===== config.mk =====
export PLATFORM = sky130hd
export DESIGN_NAME = sit_ctrl
export DESIGN_NICKNAME = d
export VERILOG_FILES = /design/src/sv/sit_pkg.sv /design/src/sv/sit_ctrl.sv
export SDC_FILE = /design/constraint.sdc
export NUM_CORES = 1
export LEC_CHECK = 0
export ABC_AREA = 1
export BUFFER_PORTS_ARGS = -buffer_cell sky130_fd_sc_hd__buf_2
export CORE_MARGIN = 4
export CORE_UTILIZATION = 35
export CTS_CLUSTER_SIZE = 28
export DETAILED_ROUTE_END_ITERATION = 10
export GPL_TIMING_DRIVEN = 0
export HOLD_SLACK_MARGIN = 0.05
export MAX_ROUTING_LAYER = met4
export PLACE_DENSITY = 0.53
export SKIP_LAST_GASP = 1
export SLEW_MARGIN = 5
export SYNTH_ARGS = -nofsm -noshare
export SYNTH_HDL_FRONTEND = slang
export SYNTH_SLANG_ARGS = --single-unit

===== constraint.sdc =====
create_clock -name clock -period 1.56 [get_ports clock]
set_input_delay 0 -clock clock [delete_from_list [all_inputs] [get_ports clock]]
set_output_delay 0 -clock clock [all_outputs]
set_load 0.005 [all_outputs]

===== src/sv/sit_pkg.sv =====
// Package: shared types, constants and codes for the sorted interval table.
`default_nettype none
package sit_pkg;
   localparam int CAPACITY     = 64;
   localparam int ADDR_BITS    = 48;
   localparam int PAYLOAD_BITS = 32;
   localparam int IDX_BITS     = $clog2(CAPACITY);
   localparam int CNT_BITS     = $clog2(CAPACITY + 1);
   localparam int ENTRY_BITS   = 2 * ADDR_BITS + PAYLOAD_BITS;

   localparam logic [2:0] OP_INSERT     = 3'd0;
   localparam logic [2:0] OP_DEL_POINT  = 3'd1;
   localparam logic [2:0] OP_DEL_RANGE  = 3'd2;
   localparam logic [2:0] OP_FIND       = 3'd3;
   localparam logic [2:0] OP_READ       = 3'd4;

   localparam logic [2:0] ST_OK        = 3'd0;
   localparam logic [2:0] ST_OVERLAP   = 3'd1;
   localparam logic [2:0] ST_NOT_FOUND = 3'd2;
   localparam logic [2:0] ST_FULL      = 3'd3;
   localparam logic [2:0] ST_BAD_INDEX = 3'd4;

   typedef struct packed {
      logic [2:0]              operation;
      logic [ADDR_BITS-1:0]    range_begin;
      logic [ADDR_BITS-1:0]    range_end;
      logic [PAYLOAD_BITS-1:0] payload;
      logic [ADDR_BITS-1:0]    point;
      logic [5:0]              entry_index;
   } req_type;

   typedef struct packed {
      logic [2:0]              status;
      logic [47:0]             found_begin;
      logic [47:0]             found_end;
      logic [31:0]             found_payload;
      logic [6:0]              removed_count;
      logic [6:0]              entry_count;
   } rsp_type;

   typedef struct packed {
      logic [ADDR_BITS-1:0]    rbegin;
      logic [ADDR_BITS-1:0]    rend;
      logic [PAYLOAD_BITS-1:0] payload;
   } entry_type;

   // controller -> datapath
   typedef struct packed {
      logic load;       // capture request, zero cursors
      logic rd_issue;   // read memory at rd_addr
      logic scan_step;  // advance scan cursor
      logic mark_end;   // freeze scan cursor as end of delete span
      logic set_cursor; // copy scan cursor (or occupancy when shift_up) to write cursor
      logic shift_up;   // move direction toward high index (insert)
      logic shift_dn;   // move direction toward low index (delete)
      logic mv_wr;      // write moved entry at cursor, step cursor
      logic wr_new;     // write new entry at cursor
      logic cnt_inc;
      logic cnt_dec;
      logic capture;    // latch found data from read port
      logic [2:0] status;
      logic rsp_load;
   } cmd_type;

   // datapath -> controller
   typedef struct packed {
      logic [2:0] operation;
      logic scan_done;     // scan cursor reached occupancy
      logic end_le_key;    // stored end <= key
      logic begin_le_key;  // stored begin <= point
      logic overlap;       // insert overlap with scanned entry
      logic begin_lt_end;  // stored begin < range end
      logic full;
      logic idx_ok;
      logic move_done;     // shift sequence finished
   } sts_type;
endpackage
`default_nettype wire


===== src/sv/sit_ctrl.sv =====
// Controller: sequences scans, shifts and result handoff for each request.
`default_nettype none
module sit_ctrl (
   input  wire logic             clock,
   input  wire logic             reset,
   input  wire logic             req_valid,
   output logic                  req_stall,
   output logic                  rsp_valid,
   input  wire logic             rsp_stall,
   input  wire sit_pkg::sts_type sts,
   output sit_pkg::cmd_type      cmd
);
   typedef enum logic [10:0] {
      S_IDLE  = 11'b00000000001,
      S_SCAN  = 11'b00000000010,
      S_TEST  = 11'b00000000100,
      S_SPAN  = 11'b00000001000,
      S_SPANT = 11'b00000010000,
      S_UP    = 11'b00000100000,
      S_UPW   = 11'b00001000000,
      S_DN    = 11'b00010000000,
      S_DNW   = 11'b00100000000,
      S_CAP   = 11'b01000000000,
      S_DONE  = 11'b10000000000
   } state_type;

   state_type state_ff, state_in;
   logic      rspv_ff, rspv_in;
   logic [2:0] st_ff, st_in;
   logic      accept;

   assign req_stall = (state_ff != S_IDLE);
   assign accept    = req_valid && !req_stall;
   assign rsp_valid = rspv_ff;

   always_comb begin
      state_in = state_ff;
      st_in    = st_ff;
      cmd      = '0;
      cmd.status = st_ff;
      rspv_in  = rspv_ff && rsp_stall;
      unique case (state_ff)
         S_IDLE: begin
            if (accept) begin
               cmd.load = 1'b1;
               st_in    = sit_pkg::ST_OK;
               state_in = S_SCAN;
            end
         end
         S_SCAN: begin
            if (sts.operation == sit_pkg::OP_READ) begin
               if (sts.idx_ok) begin
                  cmd.rd_issue = 1'b1;
                  state_in = S_CAP;
               end else begin
                  st_in = sit_pkg::ST_BAD_INDEX;
                  state_in = S_DONE;
               end
            end else if (sts.operation > sit_pkg::OP_READ) begin
               state_in = S_DONE;
            end else if (sts.scan_done) begin
               cmd.mark_end = 1'b1; cmd.set_cursor = 1'b1;
               if (sts.operation == sit_pkg::OP_INSERT) begin
                  if (sts.full) begin st_in = sit_pkg::ST_FULL; state_in = S_DONE; end
                  else begin
                     cmd.shift_up = 1'b1;
                     state_in = S_UP;
                  end
               end else if (sts.operation == sit_pkg::OP_DEL_RANGE) state_in = S_DONE;
               else begin st_in = sit_pkg::ST_NOT_FOUND; state_in = S_DONE; end
            end else begin
               cmd.rd_issue = 1'b1;
               state_in = S_TEST;
            end
         end
         S_TEST: begin
            if (sts.end_le_key) begin
               cmd.scan_step = 1'b1;
               state_in = S_SCAN;
            end else begin
               cmd.mark_end = 1'b1; cmd.set_cursor = 1'b1;
               unique case (sts.operation)
                  sit_pkg::OP_INSERT: begin
                     if (sts.overlap) begin st_in = sit_pkg::ST_OVERLAP; state_in = S_DONE; end
                     else if (sts.full) begin st_in = sit_pkg::ST_FULL; state_in = S_DONE; end
                     else begin
                        cmd.shift_up = 1'b1;
                        state_in = S_UP;
                     end
                  end
                  sit_pkg::OP_DEL_POINT: begin
                     if (sts.begin_le_key) begin
                        cmd.scan_step = 1'b1; state_in = S_SPAN;
                     end else begin st_in = sit_pkg::ST_NOT_FOUND; state_in = S_DONE; end
                  end
                  sit_pkg::OP_FIND: begin
                     if (sts.begin_le_key) begin cmd.capture = 1'b1; state_in = S_DONE; end
                     else begin st_in = sit_pkg::ST_NOT_FOUND; state_in = S_DONE; end
                  end
                  default: state_in = S_SPANT;
               endcase
            end
         end
         S_SPAN: begin
            // next span entry for range delete, else span end fixed
            if (sts.operation == sit_pkg::OP_DEL_RANGE && !sts.scan_done) begin
               cmd.rd_issue = 1'b1;
               state_in = S_SPANT;
            end else begin
               cmd.mark_end = 1'b1;
               state_in = S_DN;
            end
         end
         S_SPANT: begin
            if (sts.begin_lt_end) begin
               cmd.scan_step = 1'b1;
               state_in = S_SPAN;
            end else begin
               cmd.mark_end = 1'b1;
               state_in = S_DN;
            end
         end
         S_UP: begin
            cmd.shift_up = 1'b1;
            if (sts.move_done) begin
               cmd.wr_new  = 1'b1;
               cmd.cnt_inc = 1'b1;
               state_in = S_DONE;
            end else begin
               cmd.rd_issue = 1'b1;
               state_in = S_UPW;
            end
         end
         S_UPW: begin
            cmd.shift_up = 1'b1;
            cmd.mv_wr = 1'b1;
            state_in = S_UP;
         end
         S_DN: begin
            cmd.shift_dn = 1'b1;
            if (sts.move_done) begin
               cmd.cnt_dec = 1'b1;
               state_in = S_DONE;
            end else begin
               cmd.rd_issue = 1'b1;
               state_in = S_DNW;
            end
         end
         S_DNW: begin
            cmd.shift_dn = 1'b1;
            cmd.mv_wr = 1'b1;
            state_in = S_DN;
         end
         S_CAP: begin
            cmd.capture = 1'b1;
            state_in = S_DONE;
         end
         S_DONE: begin
            if (!rspv_ff || !rsp_stall) begin
               cmd.rsp_load = 1'b1;
               rspv_in = 1'b1;
               state_in = S_IDLE;
            end
         end
         default: state_in = S_IDLE;
      endcase
   end

   always_ff @(posedge clock) begin
      if (reset) begin
         state_ff <= S_IDLE;
         rspv_ff  <= 1'b0;
         st_ff    <= sit_pkg::ST_OK;
      end else begin
         state_ff <= state_in;
         rspv_ff  <= rspv_in;
         st_ff    <= st_in;
      end
   end

`ifndef NO_ASSERTIONS
   a_onehot: assert property (@(posedge clock) disable iff (reset)
      $onehot(state_ff)) else $error("state not one-hot");
   a_hold: assert property (@(posedge clock) disable iff (reset)
      rsp_valid && rsp_stall |=> rsp_valid) else $error("response dropped");
   a_load: assert property (@(posedge clock) disable iff (reset)
      cmd.rsp_load |-> state_ff == S_DONE) else $error("response loaded early");
`endif
endmodule
`default_nettype wire


# == Yosys cells after proc, flatten, opt, wreduce, memory -nomap -nowiden ==
# Cells that the tools add are included.
# totals
regBits,15
latch_bits,0
mem_bits_rw,0
mem_bits_ro,0
input_bits,15
wordCells,116
memories,0
# classes
add_sub_neg,0
mul,0
div,0
n_lt_le_gt_ge,1
eq_ne,25
n_shift,0
muxes,70
bitwise,0
reduce_logical,17
# op_table
operator,n
two-way mux 11 bit,13
case mux 11 bit (11 select lines),1
two-way mux 3 bit,15
case mux 11 bit (3 select lines),1
two-way mux 1 bit,28
two-way mux 8 bit,2
"inequality test 3 bit, second input constant",5
"== test 11 x 1 -> 1 bit, second input constant",1
"== test 11 x 10 -> 1 bit, second input constant",1
"== test 11 bit, second input constant",1
"== test 11 x 2 -> 1 bit, second input constant",1
"== test 11 x 3 -> 1 bit, second input constant",1
"== test 11 x 4 -> 1 bit, second input constant",1
"== test 11 x 5 -> 1 bit, second input constant",1
"== test 11 x 6 -> 1 bit, second input constant",1
"== test 11 x 7 -> 1 bit, second input constant",1
"== test 11 x 8 -> 1 bit, second input constant",1
"== test 11 x 9 -> 1 bit, second input constant",1
"inequality test 11 x 1 -> 1 bit, second input constant",1
OR reduction 2 bit,5
case mux 3 bit (3 select lines),1
AND reduction 9 bit,1
"== test 3 x 2 -> 1 bit, second input constant",2
"inequality test 2 bit, second input constant",3
other kinds (15),24

# == Depth between registers and ports, before layout ==
# logic_depth
word_depth,7
ltp_mapped,11
mapped_depth_nobuf,11

# == Worst setup path after synthesis ==
# OpenSTA, ideal clock, no wires.
# synth_path
kind,register -> register
start,register state_ff[10]
end,register st_ff[0]
setup_ns,0.113
arrival_ns,1.240
t_required_ns,1.447
setup_slack_ns,0.207
stages_incl_launch_ff,12
path_cell_list,dfxtp_1 -> nor2_2 -> nand2_4 -> nor2_8 -> buf_6 -> nand3_1 -> nand2_1 -> nor2_2 -> nand2_1 -> nand2_1 -> nand2_1 -> nor2_1
# synth_between
elab_chain_len,5
word_cells_on_any_way,17
classes_between,eq/ne (12); mux (1); reduce/logical (4)
# synth_rtl
element,line_no,text
start: declaration,sit_ctrl.sv:27,"state_type state_ff, state_in;"
start signal: assignment,sit_ctrl.sv:175,state_ff <= state_in;
inequality test 11 x 1 -> 1 bit,sit_ctrl.sv:32,assign req_stall = (state_ff != S_IDLE);
logical NOT 1 bit,sit_ctrl.sv:33,assign accept = req_valid && !req_stall;
logical AND 1 bit,sit_ctrl.sv:33,
inequality test 2 bit (no line),-,
AND reduction 9 bit (no line),-,
end signal: assignment,sit_ctrl.sv:173,st_ff <= sit_pkg::ST_OK;
end signal: assignment,sit_ctrl.sv:177,st_ff <= st_in;
end: declaration,sit_ctrl.sv:29,"logic [2:0] st_ff, st_in;"
# Parallel ways exist; a longest one is shown, timed or not.
# A chain may end at the register's enable or synchronous reset.

==> qor.yml <==
place:
  port_buffers: 32
  place_ws_ns: 0.0156
  placed_cells: 300
  place_congestion: 0.835
  dpl.hpwl_um: 2910
worst_hold_path:
  hold_path_depth: 4
  min-delay-path-class: "primary input to flip-flop"
global_route:
  grt_first_pass_wirelength_um: 6000
  overflow: 0
  use_met1: 0.205
  first_global_vias: 1401
  antenna_found_initial: 0
  grtUsageTotal: 0.174
  busiest_layer: "met2"
  grt_max_degree: 10
  met3_usage: 0.0312
  grt.met2_usage: 0.299
worst_setup_path:
  crit_slowest_cell: "dfxtp_2"
  cp.buffers_inverters: 2
  r2r_cells: 12
  cp_cell_sequence: "nor2_2 -> nand2_4 -> nor2_8 -> buf_6 -> nand3b_4 -> o21ai_4 -> nand3b_1 -> buf_2"
  timing.critical_path.slowest_cell_delay_ns: 0.33
  critical_path.top_delay_family: "simple AND/OR/NAND/NOR gates"
  start_kind: "flip-flop"
  endpoint_kind: "output pin"
  cp.depth: 8
  worstSetupPathType: "flip-flop to output pin"
  critPathMaxFanout: 6
  r2r_slack_ns: -0.01
  critical_path_arrival_ns: 1.63
  cp_data_required_time_ns: 1.56
pwr:
  combPwrFrac: 0.568
  power_density_nw_per_um2: 1090
  irDropWorstVdd_v: 0.000642
  switchingPower_mw: 0.849
  switching_share: 0.447
  finalPower_mw: 1.90
  clockPowerShare: 0.173
  p_leak_nw: 0.927
  p_int_mw: 1.05
  seq_power_share: 0.260
synth:
  synth_cell_type_count: 25
  yosysWarnings: 0
  synthTopCellsByArea: "dfxtp_1 24%, nand2_1 15%, nor2_1 13%"
  post-synth-top-area-cell: "dfxtp_1"
  ys_ff_latch: 15
  synthCells: 222
  syn_nets: 237
  synth_top_area_frac: 0.235
  syn_avg_cell_area_um2: 5.75
  synth_seq_area_share: 0.235
  syn_area_um2: 1280
clocking:
  clock_sinks: 15
  path_clk_slew_ns: 0.07
  numCtsBuffers: 3
  cts_root_buf: "clkbuf_8"
  cts.path.max_buffers: 2
  clk_latency_ns: 0.25
  h-tree-depth: 1
  cts_tree: "yes"
timing:
  setup_viol: 4
  finalHoldViolCount: 0
  slew_headroom: 0.791
  finalMaxSlewViolations: 0
  tightest_slew_ns: 0.313
  layout_min_cycle_time_ns: 1.63
  final.period_utilization: 1.05
  clock_skew_ns: 0.00494
  grt_setup_unrepaired: "yes"
  max_freq_ghz: 0.613
  timing.final.ws_setup_ns: -0.0712
routing:
  route.detailed.drc: 0
  via_per_inst: 4.83
  wire_per_inst_um: 11.8
  routed_wl_um: 3750
  drtPass1Iterations: 5
  vias: 1535
  initialDrtViolationCount: 76
  drtAntennaViolNets: 0
final_layout:
  final_cell_mix: "49 x nand2_1, 37 x nor2_1, 33 x inv_1, 32 x buf_2, 15 x nand3_1"
  final_common_cell: "nand2_1"
  antennaDiodeCount: 0
  postLayoutCoreUtil: 0.507
  drive_gt1_frac: 0.327
  layout.cells.non_filler: 318
  final_nets: 288
  area_growth_syn_to_layout_pct: 36.6
  fill_cells: 381
floorplan:
  die_w_um: 68.4
  initial_core_util: 0.371
  io_pins: 33
  row_count: 21
  die_area_um2: 4680
  die_y_um: 68.4
  core_area_um2: 3440
status:
  status: "finished, violations left"
  violations: "setup timing"
run:
  drv_cap: 0
-- cell usage after synthesis --
library cell / number
nor3_1: 8
inv_2: 3
inv_1: 34
o21ai_0: 6
nand2_2: 3
or2_2: 1
nand3b_1: 4
nand2_1: 51
nor2_8: 1
o22ai_1: 5
nand3_2: 2
buf_4: 1
nor2_2: 3
nand2_4: 1
o21ai_1: 3
and2_1: 1
dfxtp_1: 15
nand3_1: 17
o2111ai_1: 1
nand3b_4: 1
nand4_1: 7
nor2_4: 2
nor2_1: 44
buf_6: 1
a21oi_1: 7
-- power by group through the flow --
stage	Combinational [mW]	Clock, mW	Sequential [mW]
floorplan	0.709	0	0.492
global route	1.24	0.352	0.504
detailed placement	0.932	0	0.498
finish	1.08	0.328	0.494
CTS	0.986	0.329	0.493
global placement	0.934	0	0.502
-- final timing paths --
check                           startpoint                  endpoint
hold / removal                     sts[10]  state_ff[2]$_SDFFE_PP0P_
hold reg to reg       rsp_valid$_SDFF_PP0_      rsp_valid$_SDFF_PP0_
setup / recovery  state_ff[7]$_SDFFE_PP0P_                   cmd[10]
setup reg to reg  state_ff[7]$_SDFFE_PP0P_     st_ff[0]$_SDFFE_PP0P_
-- through the flow --
step	TNS [ns]	hold slack, ns	cell area, µm²
2_1_floorplan	0	0.0691	1280
3_3_place_gp	-0.0169	0.198	1500
3_5_place_dp	0	0.202	1500
4_1_cts	-0.179	0.0749	1640
5_1_grt	-1.46	0.104	1750
6_report	-0.0819	0.0745	1750
-- worst min-delay path, delay by kind of cell --
family,cells,cell delay (ns)
buffers and inverters,2,0.14
and+or+nand+nor,2,0.15
-- state kept, by name (all words and copies together), names as in the netlist --
name       cells
rsp_valid      1
st_ff          3
state_ff      11
-- cells by family (layout without fill, tap and decap cells) --
group / after synthesis / in the layout / synth area share
DFF: 15 / 15 / 0.235
AOI/OAI and AO/OA: 22 / 22 / 0.0940
buffers and inverters: 39 / 89 / 0.123
and+or+nand+nor: 146 / 146 / 0.548
-- metal layers --
metal	routed length, µm	share of wire	vias to the layer above
li1	-	-	810
met1	1640	0.44	683
met2	1870	0.50	38
met3	201	0.054	4
met4	35	0.0093	0
met5	0	0	-
-- repair_timing --
action / CTS / global route
hold buffers: 2 / 0
buffers inserted: 7 / 5
endpoints found under the hold margin: 2 / 0
endpoints found under the setup margin: 8 / 22
gates cloned: 0 / 0
resized for setup: 12 / 17
pin swaps: 9 / 10
-- cell type report --
class | count | area [µm²] | share of cell area
clock buffers | 3 | 41.3 | 0.0237
repair buffers | 46 | 270 | 0.155
inverters | 37 | 139 | 0.0796
clock inverters | 1 | 5.00 | 0.00287
flip-flops and latches | 15 | 313 | 0.179
plain buffers | 2 | 18.8 | 0.0108
well taps | 46 | 57.6 | 0.0330
multi-input cells | 168 | 901 | 0.516
No activity file was read; power rests on OpenSTA's default activity.
